==> src/rtl/core/dds_pkg.sv <==
`default_nettype none
package dds_pkg;

    localparam int TIME_W   = 32;
    localparam int HEIGHT_W = 18;
    localparam int MS_W     = 16;
    localparam int STAGE_W  = 3;
    localparam int STEP_W   = 3;
    localparam int PHASE_W  = 2;
    localparam int LINES_W  = 6;
    localparam int CMD_W    = 2;
    localparam int MSTATE_W = 3;
    localparam int CFG_IDX_W = 3;
    localparam int CFG_DATA_W = 18;

    localparam logic [STAGE_W-1:0] STAGE_TEST   = 3'd0;
    localparam logic [STAGE_W-1:0] STAGE_ABORT  = 3'd1;
    localparam logic [STAGE_W-1:0] STAGE_ARM    = 3'd3;
    localparam logic [STAGE_W-1:0] STAGE_CHUTE  = 3'd4;
    localparam logic [STAGE_W-1:0] STAGE_UNFOLD = 3'd5;
    localparam logic [STAGE_W-1:0] STAGE_START  = 3'd6;
    localparam logic [STAGE_W-1:0] STAGE_SLEEP  = 3'd7;

    localparam logic [STEP_W-1:0] STEP_LWING = 3'd0;
    localparam logic [STEP_W-1:0] STEP_RWING = 3'd1;
    localparam logic [STEP_W-1:0] STEP_LSTAB = 3'd2;
    localparam logic [STEP_W-1:0] STEP_RSTAB = 3'd3;
    localparam logic [STEP_W-1:0] STEP_KEEL  = 3'd4;
    localparam logic [STEP_W-1:0] STEP_DONE  = 3'd5;

    localparam logic [PHASE_W-1:0] PHASE_IDLE = 2'd0;
    localparam logic [PHASE_W-1:0] PHASE_WAIT = 2'd1;
    localparam logic [PHASE_W-1:0] PHASE_RUN  = 2'd2;

    localparam int LINE_LSTAB = 0;
    localparam int LINE_RSTAB = 1;
    localparam int LINE_KEEL  = 2;
    localparam int LINE_LWING = 3;
    localparam int LINE_RWING = 4;
    localparam int LINE_CHUTE = 5;

    localparam logic [MSTATE_W-1:0] MASTER_READY = 3'd4;

    typedef enum logic [CMD_W-1:0] {
        CMD_TEST  = 2'd0,
        CMD_START = 2'd1,
        CMD_SLEEP = 2'd2
    } cmd_code_t;

    typedef enum logic [CFG_IDX_W-1:0] {
        REG_DEPLOY_HEIGHT = 3'd0,
        REG_SURF_TIMEOUT  = 3'd1,
        REG_CHUTE_PULSE   = 3'd2,
        REG_LWING_WAIT    = 3'd3,
        REG_LWING_ON      = 3'd4,
        REG_LSTAB_ON      = 3'd5,
        REG_RSTAB_HOLD    = 3'd6
    } cfg_reg_t;

    localparam logic signed [HEIGHT_W-1:0] DEPLOY_HEIGHT_RST = 18'sd20000;
    localparam logic [MS_W-1:0] SURF_TIMEOUT_RST = 16'd5000;
    localparam logic [MS_W-1:0] CHUTE_PULSE_RST  = 16'd6000;
    localparam logic [MS_W-1:0] LWING_WAIT_RST   = 16'd2000;
    localparam logic [MS_W-1:0] LWING_ON_RST     = 16'd2000;
    localparam logic [MS_W-1:0] LSTAB_ON_RST     = 16'd400;
    localparam logic [MS_W-1:0] RSTAB_HOLD_RST   = 16'd400;

    function automatic logic deadline_reached(input logic [TIME_W-1:0] now,
                                              input logic [TIME_W-1:0] dl);
        logic [TIME_W-1:0] diff;
        diff = now - dl;
        return ~diff[TIME_W-1];
    endfunction

    function automatic logic [TIME_W-1:0] add_ms(input logic [TIME_W-1:0] now,
                                                 input logic [MS_W-1:0] ms);
        return now + {{(TIME_W-MS_W){1'b0}}, ms};
    endfunction

endpackage
`default_nettype wire

==> src/rtl/core/descent_deploy_sequencer_unit.sv <==
`default_nettype none
// Channel   Direction  Handshake           Beat contents
// s_        in         s_valid / s_ready   one control tick
// m_        out        m_valid / m_ready   drive lines, command, stage, step, clear
// cfg_      in         cfg_valid/cfg_ready register index and write data
//
// One tick is accepted per cycle while the output is not stalled; each beat is
// held in the input register and then in the m_ output register, set by the
// single compare-and-transition pass between the two registers. Reset returns
// the sequencer state and the configuration registers to their initial values
// and clears both valid flags. A stalled output only holds the input side once
// the input register is also full.
module descent_deploy_sequencer_unit (
    input  wire logic                               aclk,
    input  wire logic                               aresetn,
    input  wire logic                               s_valid,
    output logic                                    s_ready,
    input  wire logic [dds_pkg::TIME_W-1:0]         s_now_ms,
    input  wire logic signed [dds_pkg::HEIGHT_W-1:0] s_height_cm,
    input  wire logic [dds_pkg::MSTATE_W-1:0]       s_master_state,
    input  wire logic                               s_switch_right_wing,
    input  wire logic                               s_switch_right_stab,
    input  wire logic                               s_switch_keel,
    input  wire logic                               s_stage_write_valid,
    input  wire logic [dds_pkg::STAGE_W-1:0]        s_stage_write,
    output logic                                    m_valid,
    input  wire logic                               m_ready,
    output logic [dds_pkg::LINES_W-1:0]             m_drive_lines,
    output logic                                    m_command_valid,
    output logic [dds_pkg::CMD_W-1:0]               m_command_code,
    output logic [dds_pkg::STAGE_W-1:0]             m_stage_now,
    output logic [dds_pkg::STEP_W-1:0]              m_step_now,
    output logic                                    m_master_clear,
    input  wire logic                               cfg_valid,
    output logic                                    cfg_ready,
    input  wire logic [dds_pkg::CFG_IDX_W-1:0]      cfg_index,
    input  wire logic [dds_pkg::CFG_DATA_W-1:0]     cfg_data
);
    import dds_pkg::*;

    logic signed [HEIGHT_W-1:0] deploy_height_reg;
    logic [MS_W-1:0] surf_timeout_reg, chute_pulse_reg, lwing_wait_reg;
    logic [MS_W-1:0] lwing_on_reg, lstab_on_reg, rstab_hold_reg;

    logic [STAGE_W-1:0] stage_reg, stage_next;
    logic [STEP_W-1:0]  step_reg, step_next;
    logic               fresh_reg, fresh_next;
    logic [PHASE_W-1:0] phase_reg, phase_next;
    logic [TIME_W-1:0]  deadline_reg, deadline_next;
    logic [LINES_W-1:0] lines_reg, lines_next;
    logic               cmd_valid_next, clear_next;
    logic [CMD_W-1:0]   cmd_code_next;

    logic                       in_vld_reg;
    logic [TIME_W-1:0]          now_reg;
    logic signed [HEIGHT_W-1:0] height_reg;
    logic [MSTATE_W-1:0]        master_reg;
    logic                       sw_rwing_reg, sw_rstab_reg, sw_keel_reg;
    logic                       wr_valid_reg;
    logic [STAGE_W-1:0]         wr_stage_reg;

    logic out_vld_reg;
    logic advance;

    assign advance   = in_vld_reg && (!out_vld_reg || m_ready);
    assign s_ready   = !in_vld_reg || advance;
    assign m_valid   = out_vld_reg;
    assign cfg_ready = 1'b1;

    always_ff @(posedge aclk) begin
        if (!aresetn) begin
            deploy_height_reg <= DEPLOY_HEIGHT_RST;
            surf_timeout_reg  <= SURF_TIMEOUT_RST;
            chute_pulse_reg   <= CHUTE_PULSE_RST;
            lwing_wait_reg    <= LWING_WAIT_RST;
            lwing_on_reg      <= LWING_ON_RST;
            lstab_on_reg      <= LSTAB_ON_RST;
            rstab_hold_reg    <= RSTAB_HOLD_RST;
        end else if (cfg_valid) begin
            unique case (cfg_index)
                REG_DEPLOY_HEIGHT: deploy_height_reg <= signed'(cfg_data);
                REG_SURF_TIMEOUT:  surf_timeout_reg  <= cfg_data[MS_W-1:0];
                REG_CHUTE_PULSE:   chute_pulse_reg   <= cfg_data[MS_W-1:0];
                REG_LWING_WAIT:    lwing_wait_reg    <= cfg_data[MS_W-1:0];
                REG_LWING_ON:      lwing_on_reg      <= cfg_data[MS_W-1:0];
                REG_LSTAB_ON:      lstab_on_reg      <= cfg_data[MS_W-1:0];
                REG_RSTAB_HOLD:    rstab_hold_reg    <= cfg_data[MS_W-1:0];
                default: begin
                end
            endcase
        end
    end

    always_ff @(posedge aclk) begin
        if (!aresetn) begin
            in_vld_reg <= 1'b0;
        end else if (s_ready) begin
            in_vld_reg <= s_valid;
        end
    end

    always_ff @(posedge aclk) begin
        if (s_valid && s_ready) begin
            now_reg      <= s_now_ms;
            height_reg   <= s_height_cm;
            master_reg   <= s_master_state;
            sw_rwing_reg <= s_switch_right_wing;
            sw_rstab_reg <= s_switch_right_stab;
            sw_keel_reg  <= s_switch_keel;
            wr_valid_reg <= s_stage_write_valid;
            wr_stage_reg <= s_stage_write;
        end
    end

    always_comb begin
        stage_next     = stage_reg;
        step_next      = step_reg;
        fresh_next     = fresh_reg;
        phase_next     = phase_reg;
        deadline_next  = deadline_reg;
        lines_next     = lines_reg;
        cmd_valid_next = 1'b0;
        cmd_code_next  = CMD_TEST;
        clear_next     = 1'b0;

        if (wr_valid_reg && wr_stage_reg != stage_reg) begin
            stage_next = wr_stage_reg;
            lines_next = '0;
            phase_next = PHASE_IDLE;
            fresh_next = 1'b1;
        end

        unique case (stage_next)
            STAGE_TEST: begin
                if (master_reg != MASTER_READY) begin
                    cmd_valid_next = 1'b1;
                    cmd_code_next  = CMD_TEST;
                end
            end
            STAGE_ARM: begin
                stage_next = STAGE_CHUTE;
            end
            STAGE_CHUTE: begin
                if (phase_next == PHASE_IDLE) begin
                    if (height_reg <= deploy_height_reg) begin
                        lines_next[LINE_CHUTE] = 1'b1;
                        deadline_next = add_ms(now_reg, chute_pulse_reg);
                        phase_next    = PHASE_WAIT;
                    end
                end else if (deadline_reached(now_reg, deadline_next)) begin
                    lines_next[LINE_CHUTE] = 1'b0;
                    phase_next = PHASE_IDLE;
                    fresh_next = 1'b1;
                    stage_next = STAGE_UNFOLD;
                end
            end
            STAGE_UNFOLD: begin
                unique case (step_next)
                    STEP_LWING: begin
                        if (fresh_next) begin
                            deadline_next = add_ms(now_reg, lwing_wait_reg);
                            fresh_next    = 1'b0;
                            phase_next    = PHASE_WAIT;
                        end
                        if (phase_next == PHASE_WAIT &&
                            deadline_reached(now_reg, deadline_next)) begin
                            deadline_next = add_ms(now_reg, lwing_on_reg);
                            phase_next    = PHASE_RUN;
                        end
                        if (phase_next != PHASE_WAIT) begin
                            lines_next[LINE_LWING] = 1'b1;
                            if (deadline_reached(now_reg, deadline_next)) begin
                                lines_next[LINE_LWING] = 1'b0;
                                fresh_next = 1'b1;
                                phase_next = PHASE_IDLE;
                                step_next  = step_next + STEP_W'(1);
                            end
                        end
                    end
                    STEP_RWING: begin
                        if (fresh_next) begin
                            deadline_next = add_ms(now_reg, surf_timeout_reg);
                            fresh_next    = 1'b0;
                        end
                        lines_next[LINE_RWING] = 1'b1;
                        if (!sw_rwing_reg) begin
                            lines_next[LINE_RWING] = 1'b0;
                            fresh_next = 1'b1;
                            phase_next = PHASE_IDLE;
                            step_next  = step_next + STEP_W'(1);
                        end else if (deadline_reached(now_reg, deadline_next)) begin
                            lines_next[LINE_RWING] = 1'b0;
                            fresh_next = 1'b1;
                            phase_next = PHASE_IDLE;
                            stage_next = STAGE_ABORT;
                        end
                    end
                    STEP_LSTAB: begin
                        if (fresh_next) begin
                            deadline_next = add_ms(now_reg, lstab_on_reg);
                            fresh_next    = 1'b0;
                        end
                        lines_next[LINE_LSTAB] = 1'b1;
                        if (deadline_reached(now_reg, deadline_next)) begin
                            lines_next[LINE_LSTAB] = 1'b0;
                            fresh_next = 1'b1;
                            phase_next = PHASE_IDLE;
                            step_next  = step_next + STEP_W'(1);
                        end
                    end
                    STEP_RSTAB: begin
                        if (fresh_next) begin
                            deadline_next = add_ms(now_reg, surf_timeout_reg);
                            fresh_next    = 1'b0;
                            phase_next    = PHASE_IDLE;
                        end
                        lines_next[LINE_RSTAB] = 1'b1;
                        if (phase_next == PHASE_IDLE) begin
                            if (!sw_rstab_reg) begin
                                deadline_next = add_ms(now_reg, rstab_hold_reg);
                                phase_next    = PHASE_WAIT;
                                if (deadline_reached(now_reg, deadline_next)) begin
                                    lines_next[LINE_RSTAB] = 1'b0;
                                    fresh_next = 1'b1;
                                    phase_next = PHASE_IDLE;
                                    step_next  = step_next + STEP_W'(1);
                                end
                            end else if (deadline_reached(now_reg, deadline_next)) begin
                                lines_next[LINE_RSTAB] = 1'b0;
                                fresh_next = 1'b1;
                                phase_next = PHASE_IDLE;
                                stage_next = STAGE_ABORT;
                            end
                        end else if (deadline_reached(now_reg, deadline_next)) begin
                            lines_next[LINE_RSTAB] = 1'b0;
                            fresh_next = 1'b1;
                            phase_next = PHASE_IDLE;
                            step_next  = step_next + STEP_W'(1);
                        end
                    end
                    STEP_KEEL: begin
                        if (fresh_next) begin
                            deadline_next = add_ms(now_reg, surf_timeout_reg);
                            fresh_next    = 1'b0;
                        end
                        lines_next[LINE_KEEL] = 1'b1;
                        if (!sw_keel_reg) begin
                            lines_next[LINE_KEEL] = 1'b0;
                            fresh_next = 1'b1;
                            phase_next = PHASE_IDLE;
                            step_next  = step_next + STEP_W'(1);
                        end else if (deadline_reached(now_reg, deadline_next)) begin
                            lines_next[LINE_KEEL] = 1'b0;
                            fresh_next = 1'b1;
                            phase_next = PHASE_IDLE;
                            stage_next = STAGE_ABORT;
                        end
                    end
                    STEP_DONE: begin
                        stage_next = STAGE_START;
                        clear_next = 1'b1;
                    end
                    default: begin
                    end
                endcase
            end
            STAGE_START: begin
                if (master_reg != MASTER_READY) begin
                    cmd_valid_next = 1'b1;
                    cmd_code_next  = CMD_START;
                end
            end
            STAGE_SLEEP: begin
                if (master_reg != MASTER_READY) begin
                    cmd_valid_next = 1'b1;
                    cmd_code_next  = CMD_SLEEP;
                end
            end
            default: begin
            end
        endcase
    end

    always_ff @(posedge aclk) begin
        if (!aresetn) begin
            stage_reg    <= STAGE_TEST;
            step_reg     <= STEP_LWING;
            fresh_reg    <= 1'b1;
            phase_reg    <= PHASE_IDLE;
            deadline_reg <= '0;
            lines_reg    <= '0;
        end else if (advance) begin
            stage_reg    <= stage_next;
            step_reg     <= step_next;
            fresh_reg    <= fresh_next;
            phase_reg    <= phase_next;
            deadline_reg <= deadline_next;
            lines_reg    <= lines_next;
        end
    end

    always_ff @(posedge aclk) begin
        if (!aresetn) begin
            out_vld_reg <= 1'b0;
        end else if (!out_vld_reg || m_ready) begin
            out_vld_reg <= in_vld_reg;
        end
    end

    always_ff @(posedge aclk) begin
        if (advance) begin
            m_drive_lines   <= lines_next;
            m_command_valid <= cmd_valid_next;
            m_command_code  <= cmd_code_next;
            m_stage_now     <= stage_next;
            m_step_now      <= step_next;
            m_master_clear  <= clear_next;
        end
    end

`ifndef SYNTHESIS
    a_cmd_stage: assert property (@(posedge aclk) disable iff (!aresetn)
        m_valid && m_command_valid |->
            (m_stage_now == STAGE_TEST || m_stage_now == STAGE_START ||
             m_stage_now == STAGE_SLEEP))
        else $error("command beat outside a master-talking stage");

    a_clear_stage: assert property (@(posedge aclk) disable iff (!aresetn)
        m_valid && m_master_clear |-> m_stage_now == STAGE_START && !m_command_valid)
        else $error("master clear without entry to the start stage");

    a_chute_stage: assert property (@(posedge aclk) disable iff (!aresetn)
        m_valid && m_drive_lines[LINE_CHUTE] |-> m_stage_now == STAGE_CHUTE)
        else $error("parachute line on outside the parachute stage");

    a_step_range: assert property (@(posedge aclk) disable iff (!aresetn)
        advance |=> step_reg <= STEP_DONE)
        else $error("unfolding step beyond the last step");
`endif

endmodule
`default_nettype wire
==> config.mk <==
export PLATFORM = sky130hd
export DESIGN_NAME = descent_deploy_sequencer_unit
export DESIGN_NICKNAME = d
export VERILOG_FILES = /design/src/rtl/core/dds_pkg.sv /design/src/rtl/core/descent_deploy_sequencer_unit.sv
export SDC_FILE = /design/constraint.sdc
export NUM_CORES = 1
export LEC_CHECK = 0
export ABC_AREA = 1
export BUFFER_PORTS_ARGS = -buffer_cell sky130_fd_sc_hd__buf_4
export CORE_ASPECT_RATIO = 1.25
export CORE_MARGIN = 3
export CORE_UTILIZATION = 69
export DETAILED_ROUTE_END_ITERATION = 10
export PLACE_DENSITY_LB_ADDON = 0.08
export SLEW_MARGIN = 20
export SYNTH_ARGS = -nofsm -noshare
export SYNTH_HDL_FRONTEND = slang
export SYNTH_SLANG_ARGS = --single-unit
export TNS_END_PERCENT = 100
==> constraint.sdc <==
create_clock -name aclk -period 12.9 [get_ports aclk]
set_input_delay 1.935 -clock aclk [delete_from_list [all_inputs] [get_ports aclk]]
set_output_delay 1.935 -clock aclk [all_outputs]
set_load 0.03 [all_outputs]
==> impl_results.md, run 1 <==
* Status: finished, final reports clean
* Critical Path RT at 13.26 ns
* Die ar. at 33400 um^2
* Pin count of the biggest net entering global routing at 76
* Starting density of the core at 70.8%
* First-pass GRT wire length at 121000 um
* Worst-Skew Late Latency at ~0.6 ns
* Async set or reset register ratio after synthesis at 0%
* Total wire length at 78900 um
* DRT antenna net count at 0
* Post-synth net total at 3445
* Setup crit end: m_step_now[2]
* # fillers at 2230
* Drt via density at 6.63
* Post-synth EDFFs at 76
* Yosys cell types at 68
* RSZ-0062 raised after global routing: no
* Initial antenna violation count at 1
* Crit-path slowest cell: edfxtp_1
* VDD IR-drop max at 0.125 mV
* CP max stage delay at between 0.6 and 0.7 ns
* Core Area at slightly above 30000 um^2
* Crit path launch type: flop
* DR vias at roughly 23000
* Cells on worst reg2reg path at 42
* Reg-to-Reg Start: now_reg[2]
* Height of the die at 204 um
* Primary FF master, synth: dfxtp_1
* Vias in the first global route at between 20000 and 25000
* GRT Overall Usage at a little under half
* Fmax at 127 MHz
* R2r endpoint: m_step_now[2]
* Final Hold Vio Count at 0
* Min-Delay Path Class: flop to flop
* Pre-CTS setup slack at 5.20 ns
* Worst Skew at between 0.03 and 0.04 ns
* Gr ovfl total at 0
* Clock buffer depth at 3
* Worst slew pin tran at 1.14 ns
* 1st-pass router iterations at 6
* # resized after CTS at 0
* Die width at 164 um
* CP dominant cell by count: nand2_1
* P_leak at roughly 11 nW
* Hold buffers post-CTS at 0
* CTS clk-pin slew, worst paths at approximately 0.06 ns
* Gate Count Post-Synth at 3063
* Final period util at 61.0%
* Final setup margin at 5.03 ns
* Post-Syn Area per Cell at 7.04 um^2
* #FFs+latches synth at 239
* Post-CTS Setup Bufs at 0
* Data arrival, critical path at 8.23 ns
* Critical path capture point type: flop
* Final setup viols at 0
* Setup tns final at 0 ns
* Routed len/inst at 22.3 um
* Root Buffer: clkbuf_16
* Max Cap Violations at 0
* Final Slew Violations at 0
* CP Launch Point: now_reg[2]
* TritonCTS clock tree: done
* Reg2Reg Setup Slack at 5.03 ns
* Clk sinks at between 200 and 250
* DR DRC count at 0
* Post-DP HPWL at 56000 um
* Top-Level Pins at between 100 and 150
* Layout area overhead at 9.10%
* Rel. slew slack at 23.6%
* CP Max Fanout at 46
* Min cycle time layout at a little under 8 ns
* Crit path kind: flop to flop
* Row cnt at 71
* Yosys warns at 0
* Synthesized cell area at 21600 um^2
* Layout cells sized above 1 at 8.73%
* H-Tree Depth at 1
* GPL Wtd Cong at 1.06
* Post-layout nets at 3500
* TritonCTS Buffers at 27
* Port Buffers at just over 100
* Sequential share of the synthesized area at 25.7%
* PwrDens at 105 nW/um^2
* DRT iter0 DRCs at 2731
-- final cells by class --
class | count | area [um^2] | share of cell area, %
Multi-Input combinational cell | 2414 | 14500 | 61.5
Sequential cell | 239 | 5550 | 23.6
Inverter | 306 | 1150 | 4.90
Timing Repair Buffer | 130 | 976 | 4.15
Clock buffer | 37 | 744 | 3.16
Tap cell | 401 | 502 | 2.13
Clock inverter | 13 | 128 | 0.542
Antenna cell | 1 | 2.50 | 0.0106
-- kinds of logic after synthesis --
kind of cell    count (synthesis)  synth area share [%]
simple gates                 1213                  23.5
buf+inv                       410                  7.30
other cells                     1                0.0174
flops                         239                  25.7
compound gates                773                  20.8
xor+xnor                      130                  5.28
mux                             1                0.0464
fa+ha+maj                     296                  17.4
-- stage by stage --
stage                     instances  instance area (um^2)  total power, mW  hold WS [ns]  util [%]
final                          3541                 23500             2.48         0.468      77.3
after global routing           3540                 23500             2.59         0.497      77.2
after CTS                      3540                 23500             2.44         0.469      77.2
after detailed placement       3490                 22700             1.66         0.450      74.4
after global placement         3490                 22700             1.63         0.446      74.4
after floorplan                3063                 21600             1.42         0.435         -
-- worst min-delay path by stage --
stage	start	cells after the start	endpoint
floorplan	deploy_height_reg[12]	2	deploy_height_reg[12]
CTS	lwing_on_reg[7]	2	lwing_on_reg[7]
detailed placement	surf_timeout_reg[8]	2	surf_timeout_reg[8]
global route	chute_pulse_reg[8]	2	chute_pulse_reg[8]
finish	lwing_on_reg[10]	2	lwing_on_reg[10]
global placement	lwing_wait_reg[7]	2	lwing_wait_reg[7]
-- per-layer routing --
| layer | vias up | wire (um) | GRT usage [%] |
|---|---|---|---|
| met3 | 512 | 9230 | 11.4 |
| met2 | 1666 | 35000 | 73.8 |
| met5 | - | 0 | 0 |
| met1 | 10700 | 26900 | 52.5 |
| li1 | 10600 | - | - |
| met4 | 0 | 7810 | 36.3 |
-- critical path, delay by kind of cell, from the launching register on --
family	cells	cell delay, ns
DFF	1	0.66
and+or+nand+nor	24	3.02
buffers and inverters	5	0.88
AOI/OAI and AO/OA	9	1.84
xor gates and xnor gates	1	0.15
adders and majority gates	3	1.04
-- placed cells by master (no fill, tap or decap), types with 99 or more instances in the layout --
cell,netlist,routed
nand2_1,656,655
o21ai_0,260,260
xor2_1,99,99
dfxtp_1,163,163
ha_1,290,290
inv_1,282,280
nand3_1,116,116
a21oi_1,290,290
buf_4,5,130
nor2_1,317,313
-- cells in the mapped netlist, types with 8 or more instances --
cell type,count,area (um^2)
a221oi_1,19,166
xnor2_1,31,272
edfxtp_1,76,2280
inv_1,282,1060
clkinv_1,9,33.8
o22ai_1,17,106
nand2_2,14,87.6
o211ai_1,19,143
dfxtp_1,163,3260
o21ai_2,9,78.8
o21ai_0,260,1300
buf_2,10,50.1
buf_1,10,37.5
nor2_1,317,1190
nand2_1,656,2460
nor3_1,30,150
o221ai_1,22,193
o31ai_1,13,97.6
nand3_1,116,581
a21o_1,8,60.1
xor2_1,99,867
a31oi_1,33,206
or2_2,12,75.1
nand4_1,30,188
a21oi_1,290,1450
o21ai_1,24,120
a211oi_1,14,105
inv_2,14,52.6
clkbuf_1,79,297
ha_1,290,3630
-- report_power, final --
group / total, mW / switching, mW / internal [mW]
Clock: 0.787 / 0.356 / 0.431
Combinational: 0.840 / 0.556 / 0.285
Sequential: 0.852 / 0.0382 / 0.814
No activity file was read; power rests on OpenSTA's default activity.
==> inputs of run 2 (changes only) <==
--- a/config.mk
+++ b/config.mk
@@ -9,7 +9,7 @@
 export BUFFER_PORTS_ARGS = -buffer_cell sky130_fd_sc_hd__buf_4
 export CORE_ASPECT_RATIO = 1.25
 export CORE_MARGIN = 3
-export CORE_UTILIZATION = 69
+export CORE_UTILIZATION = 64
 export DETAILED_ROUTE_END_ITERATION = 10
 export PLACE_DENSITY_LB_ADDON = 0.08
 export SLEW_MARGIN = 20
==> constraint.sdc (replaced) <==
create_clock -name aclk -period 7.25 [get_ports aclk]
set_input_delay 1.0875 -clock aclk [delete_from_list [all_inputs] [get_ports aclk]]
set_output_delay 1.0875 -clock aclk [all_outputs]
set_load 0.03 [all_outputs]
==> impl_results.md, run 2 (same netlist as run 1, synthesis figures left out) <==
* Crit-path slowest cell: a21boi_0 (was edfxtp_1)
* First-pass GRT wire length at 123000 um (was 121000 um)
* Post-DP HPWL at 59000 um (was 56000 um)
* Height of the die at 211 um (was 204 um)
* DRT antenna net count at 0 (unchanged)
* # fillers at 2681 (was 2230)
* Port Buffers at 103 (unchanged)
* Starting density of the core at 65.5% (was 70.8%)
* Total wire length at 80000 um (was 78900 um)
* Drt via density at 6.45 (was 6.63)
* CTS clk-pin slew, worst paths at 0.07 ns (was 0.06 ns)
* Hold buffers post-CTS at 0 (unchanged)
* Pre-CTS setup slack at 0.153 ns (was 5.20 ns)
* Hold path startpoint: surf_timeout_reg[8] (was lwing_on_reg[10])
* DRT iter0 DRCs at 2520 (was 2731)
* Final Hold Vio Count at 0 (unchanged)
* Routed len/inst at 22.3 um (about the same)
* Final period util at 93.9% (was 61.0%)
* Layout area overhead at 10.8% (was 9.10%)
* CP Max Fanout at 10 (was 46)
* Worst Skew at 0.0314 ns (was 0.0347 ns)
* Min-Delay Path Class: flop to flop (unchanged)
* Post-CTS Setup Bufs at 0 (unchanged)
* Min cycle time layout at 6.80 ns (was 7.87 ns)
* CP max stage delay at 0.56 ns (was 0.66 ns)
* Clk sinks at 239 (unchanged)
* TritonCTS Buffers at 26 (was 27)
* Fmax at 147 MHz (was 127 MHz)
* Cells on worst reg2reg path at 30 (was 42)
* Gr ovfl total at 0 (unchanged)
* CP Launch Point: now_reg[0] (was now_reg[2])
* Critical Path RT at 7.56 ns (was 13.26 ns)
* DR vias at 23100 (was 23500)
* PwrDens at 190 nW/um^2 (was 105 nW/um^2)
* Reg-to-Reg Start: now_reg[0] (was now_reg[2])
* Crit path launch type: flop (unchanged)
* Vias in the first global route at 22800 (about the same)
* Rel. slew slack at 20.8% (was 23.6%)
* Final Slew Violations at 0 (unchanged)
* Die ar. at 36000 um^2 (was 33400 um^2)
* Crit path kind: flop to flop (unchanged)
* Worst Hold End: surf_timeout_reg[8] (was lwing_on_reg[10])
* Final setup margin at 0.446 ns (was 5.03 ns)
* # diodes at 0 (was 1)
* Pin count of the biggest net entering global routing at 90 (was 76)
* Row cnt at 74 (was 71)
* Status: finished, final reports clean (unchanged)
* H-Tree Depth at 1 (unchanged)
* Data arrival, critical path at 7.11 ns (was 8.23 ns)
* P_leak at 11.3 nW (was 11.1 nW)
* Worst hold slack at 0.471 ns (was 0.468 ns)
* Worst slew pin tran at 1.18 ns (was 1.14 ns)
* R2r endpoint: m_stage_now[2] (was m_step_now[2])
* Worst-Skew Late Latency at 0.58 ns (was 0.60 ns)
* Top-Level Pins at 105 (unchanged)
* Setup tns final at 0 ns (unchanged)
* Die width at 170 um (was 164 um)
* DR DRC count at 0 (unchanged)
* Layout cells sized above 1 at 9.79% (was 8.73%)
* Final setup viols at 0 (unchanged)
* Max Cap Violations at 0 (unchanged)
* Critical path capture point type: flop (unchanged)
* GPL Wtd Cong at 1.04 (was 1.06)
* Clock buffer depth at 3 (unchanged)
* VDD IR-drop max at 0.202 mV (was 0.125 mV)
* Reg2Reg Setup Slack at 0.45 ns (was 5.03 ns)
* GRT Overall Usage at 43.4% (was 46.3%)
* Most frequent cells in the layout: nand2_1, nor2_1, ha_1 (was nand2_1, nor2_1, a21oi_1, ha_1, inv_1)
* Post-layout nets at 3529 (was 3500)
* # resized after CTS at 0 (unchanged)
* Initial antenna violation count at 0 (was 1)
* Root Buffer: clkbuf_16 (unchanged)
* RSZ-0062 raised after global routing: no (unchanged)
* Commonest non-fill, non-tap cell in the layout: nand2_1 (unchanged)
* 1st-pass router iterations at 8 (was 6)
* Core Area at 33000 um^2 (was 30500 um^2)
* TritonCTS clock tree: done (unchanged)
* Hold Crit Depth at 2 (unchanged)
run 2: changes by cell type in the layout (fill, tap and decap cells not counted), sizes merged:
cell / previous run / this run
buf: 130 / 160
bufinv: 1 / 3
clkinv: 14 / 12
clkinvlp: 2 / 0
clkbuf: 37 / 36
diode: 1 / 0
inv: 302 / 303
run 2: where the power goes:
| part | switching [mW] | internal (mW) |
|---|---|---|
| clock | 0.619 | 0.882 |
| sequential | 0.0436 | 1.45 |
| combinational | 1.02 | 0.523 |
run 2: per-stage QoR:
step / power (mW) / utilization (%) / instances / cell area (um^2)
floorplan: 2.52 / - / 3063 / 21600
global placement: 2.95 / 69.5 / 3537 / 22900
detailed placement: 3.00 / 69.5 / 3537 / 22900
CTS: 4.48 / 72.4 / 3585 / 23900
global route: 4.74 / 72.5 / 3585 / 23900
finish: 4.54 / 72.5 / 3585 / 23900
run 2: area by class of cell:
type | instances | area [um^2] | area share (%)
Tap cell | 418 | 523 | 2.19
Multi-Input combinational cell | 2414 | 14500 | 60.7
Inverter | 306 | 1160 | 4.84
Clock inverter | 12 | 159 | 0.665
Clock buffer | 36 | 793 | 3.32
Timing Repair Buffer | 160 | 1220 | 5.09
Sequential cell | 239 | 5550 | 23.2
run 2: critical path, delay by kind of cell, from the launching register on:
kind            cells  cell delay, ns
flops               1            0.40
simple gates       11            1.78
buf+inv             3            0.33
fa+ha+maj           3            0.96
compound gates     13            3.05
run 2: per-layer routing:
layer / track usage (%) / vias to the layer above / routed length, um
met3: 8.03 / 467 / 8090
li1: - / 10600 / -
met4: 33.2 / 0 / 7350
met5: 0 / - / 0
met2: 70.4 / 1513 / 36000
met1: 50.5 / 10500 / 28600
run 2: how the worst max path moves through the flow:
| stage | endpoint | slack, ns | depth (start not counted) |
|---|---|---|---|
| 6_report | m_stage_now[2] | 0.45 | 30 |
| 5_1_grt | m_step_now[0] | 0.007 | 45 |
| 4_1_cts | m_step_now[0] | 0.13 | 42 |
| 3_5_place_dp | m_step_now[0] | 0.15 | 42 |
| 3_3_place_gp | m_step_now[2] | 0.33 | 44 |
| 2_1_floorplan | m_step_now[0] | 0.94 | 45 |
